[config.mk]
export PLATFORM = sky130hd
export DESIGN_NAME = m3h_front
export DESIGN_NICKNAME = d
export VERILOG_FILES = /design/src/m3h_pkg.sv /design/src/m3h_front.sv
export SDC_FILE = /design/constraint.sdc
export NUM_CORES = 1
export LEC_CHECK = 0
export BUFFER_PORTS_ARGS = -buffer_cell sky130_fd_sc_hd__buf_2
export CAP_MARGIN = 20
export CELL_PAD_IN_SITES_DETAIL_PLACEMENT = 0
export CELL_PAD_IN_SITES_GLOBAL_PLACEMENT = 1
export CORE_AREA = 2 2 106 108
export DETAILED_ROUTE_END_ITERATION = 16
export DIE_AREA = 0 0 108 110
export PLACE_DENSITY = 0.91
export SYNTH_ARGS = -nofsm -noshare
export SYNTH_HDL_FRONTEND = slang
export SYNTH_SLANG_ARGS = --single-unit
export TNS_END_PERCENT = 10
[constraint.sdc]
create_clock -name vclk -period 1.2
set_input_delay 0.24 -clock vclk [all_inputs]
set_output_delay 0.24 -clock vclk [all_outputs]
set_load 0.02 [all_outputs]
[src/m3h_pkg.sv]
// ----------------------------------------------------------------------------
// m3h_pkg
// Shared constants, types and helper functions for the 128-bit murmur
// hash stream: mixing constants, queue entry layout and byte masking.
// ----------------------------------------------------------------------------
package m3h_pkg;

  localparam logic [63:0] MUL_K1 = 64'h87c37b91114253d5;
  localparam logic [63:0] MUL_K2 = 64'h4cf5ad432745937f;
  localparam logic [63:0] FMIX_C1 = 64'hff51afd7ed558ccd;
  localparam logic [63:0] FMIX_C2 = 64'hc4ceb9fe1a85ec53;
  localparam logic [63:0] ADD_H1 = 64'h0000000052dce729;
  localparam logic [63:0] ADD_H2 = 64'h0000000038495ab5;

  localparam logic [4:0] BLOCK_BYTES = 5'd16;
  localparam int unsigned QDEPTH = 2;
  localparam int unsigned QPTR_W = (QDEPTH > 1) ? $clog2(QDEPTH) : 1;
  localparam int unsigned QCNT_W = $clog2(QDEPTH + 1);

  typedef struct packed {
    logic [63:0] w0;
    logic [63:0] w1;
    logic [4:0]  cnt;
    logic        last;
    logic        body;
  } blk_t;

  function automatic logic [63:0] rotl64(input logic [63:0] v, input int unsigned r);
    return (v << r) | (v >> (64 - r));
  endfunction

  function automatic logic [63:0] keep_bytes(input logic [63:0] v, input logic [4:0] n,
                                             input logic [4:0] base);
    logic [63:0] res;
    res = '0;
    for (int i = 0; i < 8; i++) begin
      if ((5'(i) + base) < n) begin
        res[8*i +: 8] = v[8*i +: 8];
      end
    end
    return res;
  endfunction

  function automatic logic [63:0] xshift33(input logic [63:0] v);
    return v ^ (v >> 33);
  endfunction

endpackage

[src/m3h_front.sv]
// ----------------------------------------------------------------------------
// m3h_front
// Input side: takes blocks, clamps the byte count, sorts each block into a
// body round or a tail, masks unused bytes and pushes it to the queue.
// ----------------------------------------------------------------------------
module m3h_front (
  input  logic              in_valid,
  output logic              in_ready,
  input  logic [63:0]       in_word_low,
  input  logic [63:0]       in_word_high,
  input  logic [4:0]        in_byte_count,
  input  logic              in_last,
  input  logic              q_full,
  output logic              q_push,
  output m3h_pkg::blk_t     q_data
);

  logic [4:0] n_clamp;
  logic       is_body;

  always_comb begin
    n_clamp = (in_byte_count > m3h_pkg::BLOCK_BYTES) ? m3h_pkg::BLOCK_BYTES : in_byte_count;
    is_body = !in_last || (n_clamp == m3h_pkg::BLOCK_BYTES);
    q_data.cnt  = is_body ? m3h_pkg::BLOCK_BYTES : n_clamp;
    q_data.last = in_last;
    q_data.body = is_body;
    q_data.w0   = m3h_pkg::keep_bytes(in_word_low, q_data.cnt, 5'd0);
    q_data.w1   = m3h_pkg::keep_bytes(in_word_high, q_data.cnt, 5'd8);
  end

  assign in_ready = !q_full;
  assign q_push   = in_valid && !q_full;

endmodule

==> flow_metrics.py <==
metrics = {
    "drt": {
        "firstDrtPassIters": 4,
        "drc": 0,
        "drt_iter0_drc": 49,
        "viasPerCell": 4.01,
        "wl_per_cell_um": 13.1,
        "ant_nets": 0,
        "dr_total_vias": 2421,
        "routed_wl_um": 7910,
    },
    "global_routing": {
        "grt_max_degree": 41,
        "antenna_found_initial": 0,
        "grt_pass1_wl_um": 9870,
        "grt_pass1_vias": 2027,
        "overflow": 0,
        "grt_use_total_pct": 10.3,
    },
    "timing": {
        "setup_ws_ps": -220,
        "period_needed_ps": 1420,
        "max_slew_margin_pct": 66.4,
        "rsz0062_at_grt": "true",
        "worst_pin_slew_ps": 503,
        "finalHoldViolations": 0,
        "fmax_mhz": 704,
        "finalSetupTns_ps": -16500,
        "setup-violations-final": 131,
        "slew_viol_final": 0,
        "fin_crit_sh_pct": 118,
    },
    "status": {
        "status": "complete, but fails checks",
        "violations": "negative setup slack",
    },
    "worst_hold_path": {
        "min_path_cells": 2,
        "hold_path_startpoint": "in_last",
        "min_to": "q_data[1]",
        "hold_path_class": "input pin to primary output",
    },
    "finish": {
        "fin_nets": 602,
        "synthToLayoutAreaGrowth_pct": 186,
        "fillCellCount": 1144,
        "seq_cell_count": 0,
        "antenna_cells": 0,
        "utilization_pct": 33.5,
        "drive_gt1_share_pct": 74.8,
        "final-seq-area_um2": 0,
        "clkbuf_count": 0,
        "stdcell_count": 604,
    },
    "power_and_ir_drop": {
        "ir_drop_v": 0.000179,
        "power.total_uw": 1600,
        "power.density_mw_per_mm2": 446,
        "p_leak_uw": 0.00192,
    },
    "worst_setup_path": {
        "worst-endpoint-required_ps": 960,
        "end_kind": "primary output",
        "crit_fanout": 8,
        "cp.arrival_ps": 1180,
        "cp-start-kind": "input pin",
        "criticalPathCategory": "input pin to primary output",
    },
    "placed_design": {
        "portBuffers": 273,
        "placed_cells": 589,
        "hpwl_um": 5880,
        "gp_congestion": 0.806,
    },
    "yosys": {
        "syn_avg_cell_area_um2": 6.97,
        "syn_area_mm2": 0.00125,
        "synth-seq-area-share_pct": 0,
        "synth_cells": 180,
        "ys_warn_count": 0,
        "yosysUniqueCellTypes": 21,
        "synth_nets": 316,
    },
    "floorplan": {
        "die-area_mm2": 0.0119,
        "core-area_mm2": 0.0107,
        "die_h_um": 110,
        "start_util_pct": 11.7,
        "boundaryPins": 273,
        "rows": 38,
        "die_w_um": 108,
    },
    "clock_tree": {
        "cts_hold_buf": 0,
    },
    "job": {
        "drv_cap": 0,
    },
}
[synth_stat cells (3+ instances only)]
master | instances | area [um2]
and2_1 | 12 | 75.1
a31oi_1 | 8 | 50.1
buf_4 | 4 | 30.0
a21boi_1 | 4 | 30.0
nor2b_1 | 18 | 113
nand3_1 | 3 | 15.0
inv_1 | 11 | 41.3
buf_6 | 4 | 45.0
a21boi_0 | 92 | 691
buf_2 | 10 | 50.1
[layout by cell type (no fill, tap or decap), drive strengths merged]
cell | Yosys | final
clkbuf | 2 | 2
nor4b | 1 | 1
nor3b | 1 | 1
o31ai | 1 | 1
nand4 | 1 | 1
buf | 18 | 302
o211ai | 1 | 1
nor2 | 2 | 2
nand2 | 3 | 3
nand3 | 3 | 3
a31oi | 8 | 8
a21boi | 96 | 96
and2 | 12 | 12
nor2b | 18 | 18
inv | 11 | 11
o21ai | 2 | 2
[area by class of cell]
class / count / area [um2] / area share [%]
repair buffers: 304 / 2090 / 58.4
multi-input cells: 149 / 1270 / 35.6
well taps: 140 / 175 / 4.88
inverters: 11 / 41.3 / 1.15
[cells by family (layout without fill, tap and decap cells)]
kind of cell / after synthesis / after routing / share of synthesized area (%)
compound gates: 108 / 108 / 64.3
simple gates: 41 / 41 / 21.8
buf+inv: 31 / 315 / 14.0
[per-stage QoR]
step | hold slack (ps) | area (um2) | setup WS, ps
after floorplan | 557 | 1280 | -147
after global placement | 737 | 2880 | -286
after detailed placement | 742 | 2880 | -333
after CTS | 718 | 3220 | -190
after global routing | 724 | 3590 | -257
final | 712 | 3590 | -220
[power by group]
part           internal, uW  leakage [uW]  switching, uW
clock network             0             0              0
logic                   773       0.00192            828
registers                 0             0              0
total                   773       0.00192            828
[critical path, cell delays in order]
cell,delay [ps]
buf_12,120
nor4b_4,270
buf_6,170
clkbuf_16,160
a21boi_2,60
buf_6,150
[worst max path at each step]
stage	end	cells after the start	from	slack (ps)
2_1_floorplan	q_data[116]	4	in_byte_count[3]	-150
3_3_place_gp	q_data[28]	5	in_byte_count[2]	-290
3_5_place_dp	q_data[28]	5	in_byte_count[2]	-330
4_1_cts	q_data[28]	7	in_last	-190
5_1_grt	q_data[91]	6	in_byte_count[2]	-260
6_report	q_data[89]	6	in_byte_count[2]	-220
[layer usage]
| layer | vias up | global-route usage [%] | share of wire (%) |
|---|---|---|---|
| met3 | 0 | 0.764 | 8.1 |
| met4 | 0 | 0.0916 | 0 |
| met1 | 1068 | 12.6 | 39 |
| met2 | 141 | 20.6 | 53 |
| li1 | 1212 | - | - |
| met5 | - | 0 | 0 |
[what timing repair did]
| item | in CTS | in global routing |
|---|---|---|
| gates resized for setup | 101 | 94 |
| gates cloned | 2 | 3 |
| endpoints found under the hold margin | 0 | 0 |
| setup buffers | 4 | 6 |
| pin swaps | 1 | 11 |
| endpoints found under the setup margin | 132 | 134 |
Power figures use the tool's default switching activity.
