`config.mk`:
```
export PLATFORM = sky130hd
export DESIGN_NAME = m3h_queue
export DESIGN_NICKNAME = d
export VERILOG_FILES = /design/src/m3h_pkg.sv /design/src/m3h_queue.sv
export SDC_FILE = /design/constraint.sdc
export NUM_CORES = 1
export LEC_CHECK = 0
export ABC_AREA = 1
export CAP_MARGIN = 40
export CORE_ASPECT_RATIO = 0.7
export CORE_MARGIN = 2
export CORE_UTILIZATION = 60
export CTS_CLUSTER_DIAMETER = 50
export CTS_CLUSTER_SIZE = 30
export DETAILED_ROUTE_END_ITERATION = 8
export DONT_BUFFER_PORTS = 1
export PLACE_DENSITY = 0.73
export SYNTH_ARGS = -nofsm -noshare
export SYNTH_HDL_FRONTEND = slang
export SYNTH_SLANG_ARGS = --single-unit
```
`constraint.sdc`:
```
create_clock -name clk -period 18.08 [get_ports clk]
set_clock_uncertainty 0.15 [all_clocks]
set_input_delay 3.616 -clock clk [delete_from_list [all_inputs] [get_ports clk]]
set_output_delay 3.616 -clock clk [all_outputs]
set_load 0.005 [all_outputs]
```
`src/m3h_pkg.sv`:
```
// ----------------------------------------------------------------------------
// m3h_pkg
// Shared constants, types and helper functions for the 128-bit murmur
// hash stream: mixing constants, queue entry layout and byte masking.
// ----------------------------------------------------------------------------
package m3h_pkg;

  localparam logic [63:0] MUL_K1 = 64'h87c37b91114253d5;
  localparam logic [63:0] MUL_K2 = 64'h4cf5ad432745937f;
  localparam logic [63:0] FMIX_C1 = 64'hff51afd7ed558ccd;
  localparam logic [63:0] FMIX_C2 = 64'hc4ceb9fe1a85ec53;
  localparam logic [63:0] ADD_H1 = 64'h0000000052dce729;
  localparam logic [63:0] ADD_H2 = 64'h0000000038495ab5;

  localparam logic [4:0] BLOCK_BYTES = 5'd16;
  localparam int unsigned QDEPTH = 2;
  localparam int unsigned QPTR_W = (QDEPTH > 1) ? $clog2(QDEPTH) : 1;
  localparam int unsigned QCNT_W = $clog2(QDEPTH + 1);

  typedef struct packed {
    logic [63:0] w0;
    logic [63:0] w1;
    logic [4:0]  cnt;
    logic        last;
    logic        body;
  } blk_t;

  function automatic logic [63:0] rotl64(input logic [63:0] v, input int unsigned r);
    return (v << r) | (v >> (64 - r));
  endfunction

  function automatic logic [63:0] keep_bytes(input logic [63:0] v, input logic [4:0] n,
                                             input logic [4:0] base);
    logic [63:0] res;
    res = '0;
    for (int i = 0; i < 8; i++) begin
      if ((5'(i) + base) < n) begin
        res[8*i +: 8] = v[8*i +: 8];
      end
    end
    return res;
  endfunction

  function automatic logic [63:0] xshift33(input logic [63:0] v);
    return v ^ (v >> 33);
  endfunction

endpackage

```
`src/m3h_queue.sv`:
```
// ----------------------------------------------------------------------------
// m3h_queue
// Short queue of classified blocks between the front and the back end.
// ----------------------------------------------------------------------------
module m3h_queue (
  input  logic          clk,
  input  logic          rst_n,
  input  logic          push,
  input  m3h_pkg::blk_t push_data,
  output logic          full,
  input  logic          pop,
  output logic          nonempty,
  output m3h_pkg::blk_t head
);

  m3h_pkg::blk_t                  ent_r [m3h_pkg::QDEPTH];
  logic [m3h_pkg::QPTR_W-1:0]     wr_ptr_r, rd_ptr_r;
  logic [m3h_pkg::QCNT_W-1:0]     cnt_r, cnt_nxt;

  function automatic logic [m3h_pkg::QPTR_W-1:0] ptr_inc(input logic [m3h_pkg::QPTR_W-1:0] p);
    return (p == m3h_pkg::QPTR_W'(m3h_pkg::QDEPTH - 1)) ? '0 : p + 1'b1;
  endfunction

  assign full     = (cnt_r == m3h_pkg::QCNT_W'(m3h_pkg::QDEPTH));
  assign nonempty = (cnt_r != '0);
  assign head     = ent_r[rd_ptr_r];

  always_comb begin
    cnt_nxt = cnt_r;
    if (push && !pop) begin
      cnt_nxt = cnt_r + 1'b1;
    end else if (pop && !push) begin
      cnt_nxt = cnt_r - 1'b1;
    end
  end

  always_ff @(posedge clk) begin
    if (!rst_n) begin
      wr_ptr_r <= '0;
      rd_ptr_r <= '0;
      cnt_r    <= '0;
    end else begin
      cnt_r <= cnt_nxt;
      if (push) begin
        wr_ptr_r <= ptr_inc(wr_ptr_r);
      end
      if (pop) begin
        rd_ptr_r <= ptr_inc(rd_ptr_r);
      end
    end
  end

  always_ff @(posedge clk) begin
    if (push) begin
      ent_r[wr_ptr_r] <= push_data;
    end
  end

endmodule

```
==> flow_metrics.py <==
metrics = {
    "routing": {
        "drt_first_pass_iters": 4,
        "wl_mm": 16.6,
        "num_vias": 3987,
        "drc_errors": 0,
        "highest_layer": "met4",
        "met3_length_mm": 2.54,
        "ant_nets": 0,
        "drtIter0Drc": 202,
        "wl_per_cell_um": 23.7,
        "vias_per_cell": 5.69,
        "met1Wirelength_mm": 5.64,
        "met2_length_mm": 8.19,
    },
    "die": {
        "core_area_um2": 16400,
        "initial_utilization_pct": 61.8,
        "rows": 39,
        "die_w_um": 160,
        "die_area_um2": 18000,
        "die_y_um": 113,
        "io_pins": 276,
    },
    "logic_synthesis": {
        "synth_compound_area_share_pct": 0.0985,
        "synth-xor-area-share_pct": 0,
        "synth_fa_ha_area_share_pct": 0.123,
        "synth-seq-cells": 275,
        "synth.distinct_cells": 14,
        "netlist_area_um2": 10200,
        "ys.warnings.count": 0,
        "seq_area_frac_synth_pct": 80.8,
        "avgSynthCellArea_um2": 22.3,
        "synthMuxAreaShare_pct": 16.8,
        "syn_nets": 595,
        "synth-simple-area-share_pct": 0.739,
        "synth_top_family_by_area": "multiplexers",
        "syn_inst": 455,
    },
    "layout": {
        "fin_cells": 701,
        "finalNetCount": 606,
        "drive_above_1_share_pct": 36.1,
        "area_delta_synth_final_pct": 8.48,
        "fin_util_pct": 67.0,
        "antenna_cells": 0,
    },
    "critical_path": {
        "path_class": "register to output pin",
        "start_kind": "register",
        "r2r_slack_ns": 15.68,
        "cp.arrival_ns": 2.35,
        "cp-end-kind": "output pin",
        "cp.required_ns": 14.31,
        "path_max_fanout": 71,
    },
    "timing": {
        "rsz0062_at_grt": "false",
        "hold_violations": 0,
        "period_needed_ns": 6.11,
        "fmax_mhz": 164,
        "maxSlewHeadroom_pct": 44.8,
        "worst_pin_slew_ns": 0.829,
        "setup_tns_ns": 0,
        "final.period_utilization_pct": 33.8,
        "slew_violations": 0,
        "report.final.setup_viol": 0,
    },
    "placed_design": {
        "place.gp.congestion": 0.746,
        "dp.cells": 673,
        "io_buffers": 0,
        "hpwl_mm": 11.6,
    },
    "power": {
        "power_leakage_nw": 3.70,
        "p_switching_w": 0.000252,
        "ir_drop_v": 0.000114,
        "pwr-share-clk_pct": 32.3,
        "p_sw_share_pct": 20.6,
        "intPower_w": 0.000972,
        "pwr-share-comb_pct": 6.7,
        "power.density_nw_per_um2": 111,
        "pwr-share-seq_pct": 61.0,
    },
    "grt": {
        "grt_max_degree": 72,
        "grt_pass1_wl_mm": 24.3,
        "grt_usage_pct": 18.0,
        "antenna_found_initial": 0,
        "grt-ovfl-total": 0,
        "grt_pass1_vias": 4170,
    },
    "clock_tree": {
        "clk_path_buf_depth": 3,
        "cts_max_level": 1,
        "cts.clk_slew.worst_paths_ns": 0.10,
        "post_cts_resized": 0,
        "hold_buffers": 0,
        "cts_root_buf": "clkbuf_16",
        "clock_sinks": 275,
        "cts_setup_buffers": 0,
        "numCtsBuffers": 16,
        "tritoncts": "done",
        "clk_latency_ns": 0.48,
    },
    "job": {
        "drv_cap": 0,
    },
    "status": {
        "status": "finished, final reports clean",
    },
    "hold_path": {
        "hp-class": "register to register",
    },
}
power by group through the flow:
stage / Clock, W / Sequential, W / Combinational, W
after global routing: 0.000429 / 0.000750 / 0.0000878
after global placement: 0 / 0.000764 / 0.0000746
after detailed placement: 0 / 0.000762 / 0.0000833
final: 0.000396 / 0.000747 / 0.0000817
after CTS: 0.000406 / 0.000747 / 0.0000835
after floorplan: 0 / 0.000762 / 0.0000669
flip-flops by register name, summed over array words and instances, names as in the netlist, named ones only:
| name | cells |
|---|---|
| rd_ptr_r | 1 |
| ent_r | 270 |
| wr_ptr_r | 1 |
| cnt_r | 2 |
worst max-delay path: stages (launching register included):
cell and delay, ns:
dfxtp_4 0.46, buf_16 0.31, buf_4 0.23, buf_16 0.31, mux2_2 0.42
area by class of cell:
cell class                      instances  area, um2
Clock buffer                           19        433
Clock inverter                          9        120
Fill cell                            1031       5420
Inverter                                8       32.5
Multi-Input combinational cell        157       1810
Sequential cell                       275       8210
Tap cell                              225        282
Timing Repair Buffer                    8        133
Yosys cell counts, drive strengths merged:
cell	instances	area, um2
nand4	1	6.26
inv	8	30.0
buf	15	119
dfxtp	5	100
nand3	1	5.00
nand2	9	33.8
edfxtp	270	8110
ha	1	12.5
o21ai	1	5.00
mux2	135	1710
a21oi	1	5.00
nor2	8	30.0
metal layers:
metal,vias to the layer above,GRT usage (%)
li1,1796,-
met1,1962,19.2
met2,210,30.7
met3,19,11.3
met4,0,3.45
met5,-,0
logic make-up (layout without fill, tap and decap cells):
kind of cell	after synthesis	count (layout)
DFF	275	275
muxes	135	135
buffers and inverters	23	44
and+or+nand+nor	19	19
AOI/OAI and AO/OA	2	2
adders and majority gates	1	1
metrics by stage:
step                total power, W  setup WS, ns  instance area (um2)  hold WS [ns]
floorplan                 0.000829          7.99                10200         0.313
global placement          0.000839         11.90                10400         0.326
detailed placement        0.000845         12.44                10500         0.337
CTS                        0.00124         11.97                11000         0.362
global route               0.00127         11.87                11000         0.391
finish                     0.00122         11.97                11000         0.357
cells in the final DEF, fill, tap and decap left out:
cell type / n
edfxtp_1: 270
mux2_2: 85
mux2_4: 50
clkbuf_16: 17
nand2_1: 9
nor2_1: 7
inv_1: 7
dfxtp_1: 4
buf_4: 4
buf_16: 3
inv_6: 2
inv_12: 2
clkbuf_1: 2
inv_4: 1
nor2_4: 1
o21ai_0: 1
a21oi_1: 1
nand3_1: 1
nand4_1: 1
ha_1: 1
dfxtp_4: 1
clkinv_8: 1
bufinv_16: 1
clkinvlp_4: 1
inv_8: 1
clkinv_2: 1
buf_12: 1
worst paths after layout:
kind,end,start,depth (start not counted)
setup / recovery,head[50],register,4
hold / removal,register,rd_ptr_r,2
setup reg to reg,ent_r[1][6],wr_ptr_r,4
hold reg to reg,register,rd_ptr_r,2
Power figures use the tool's default switching activity.
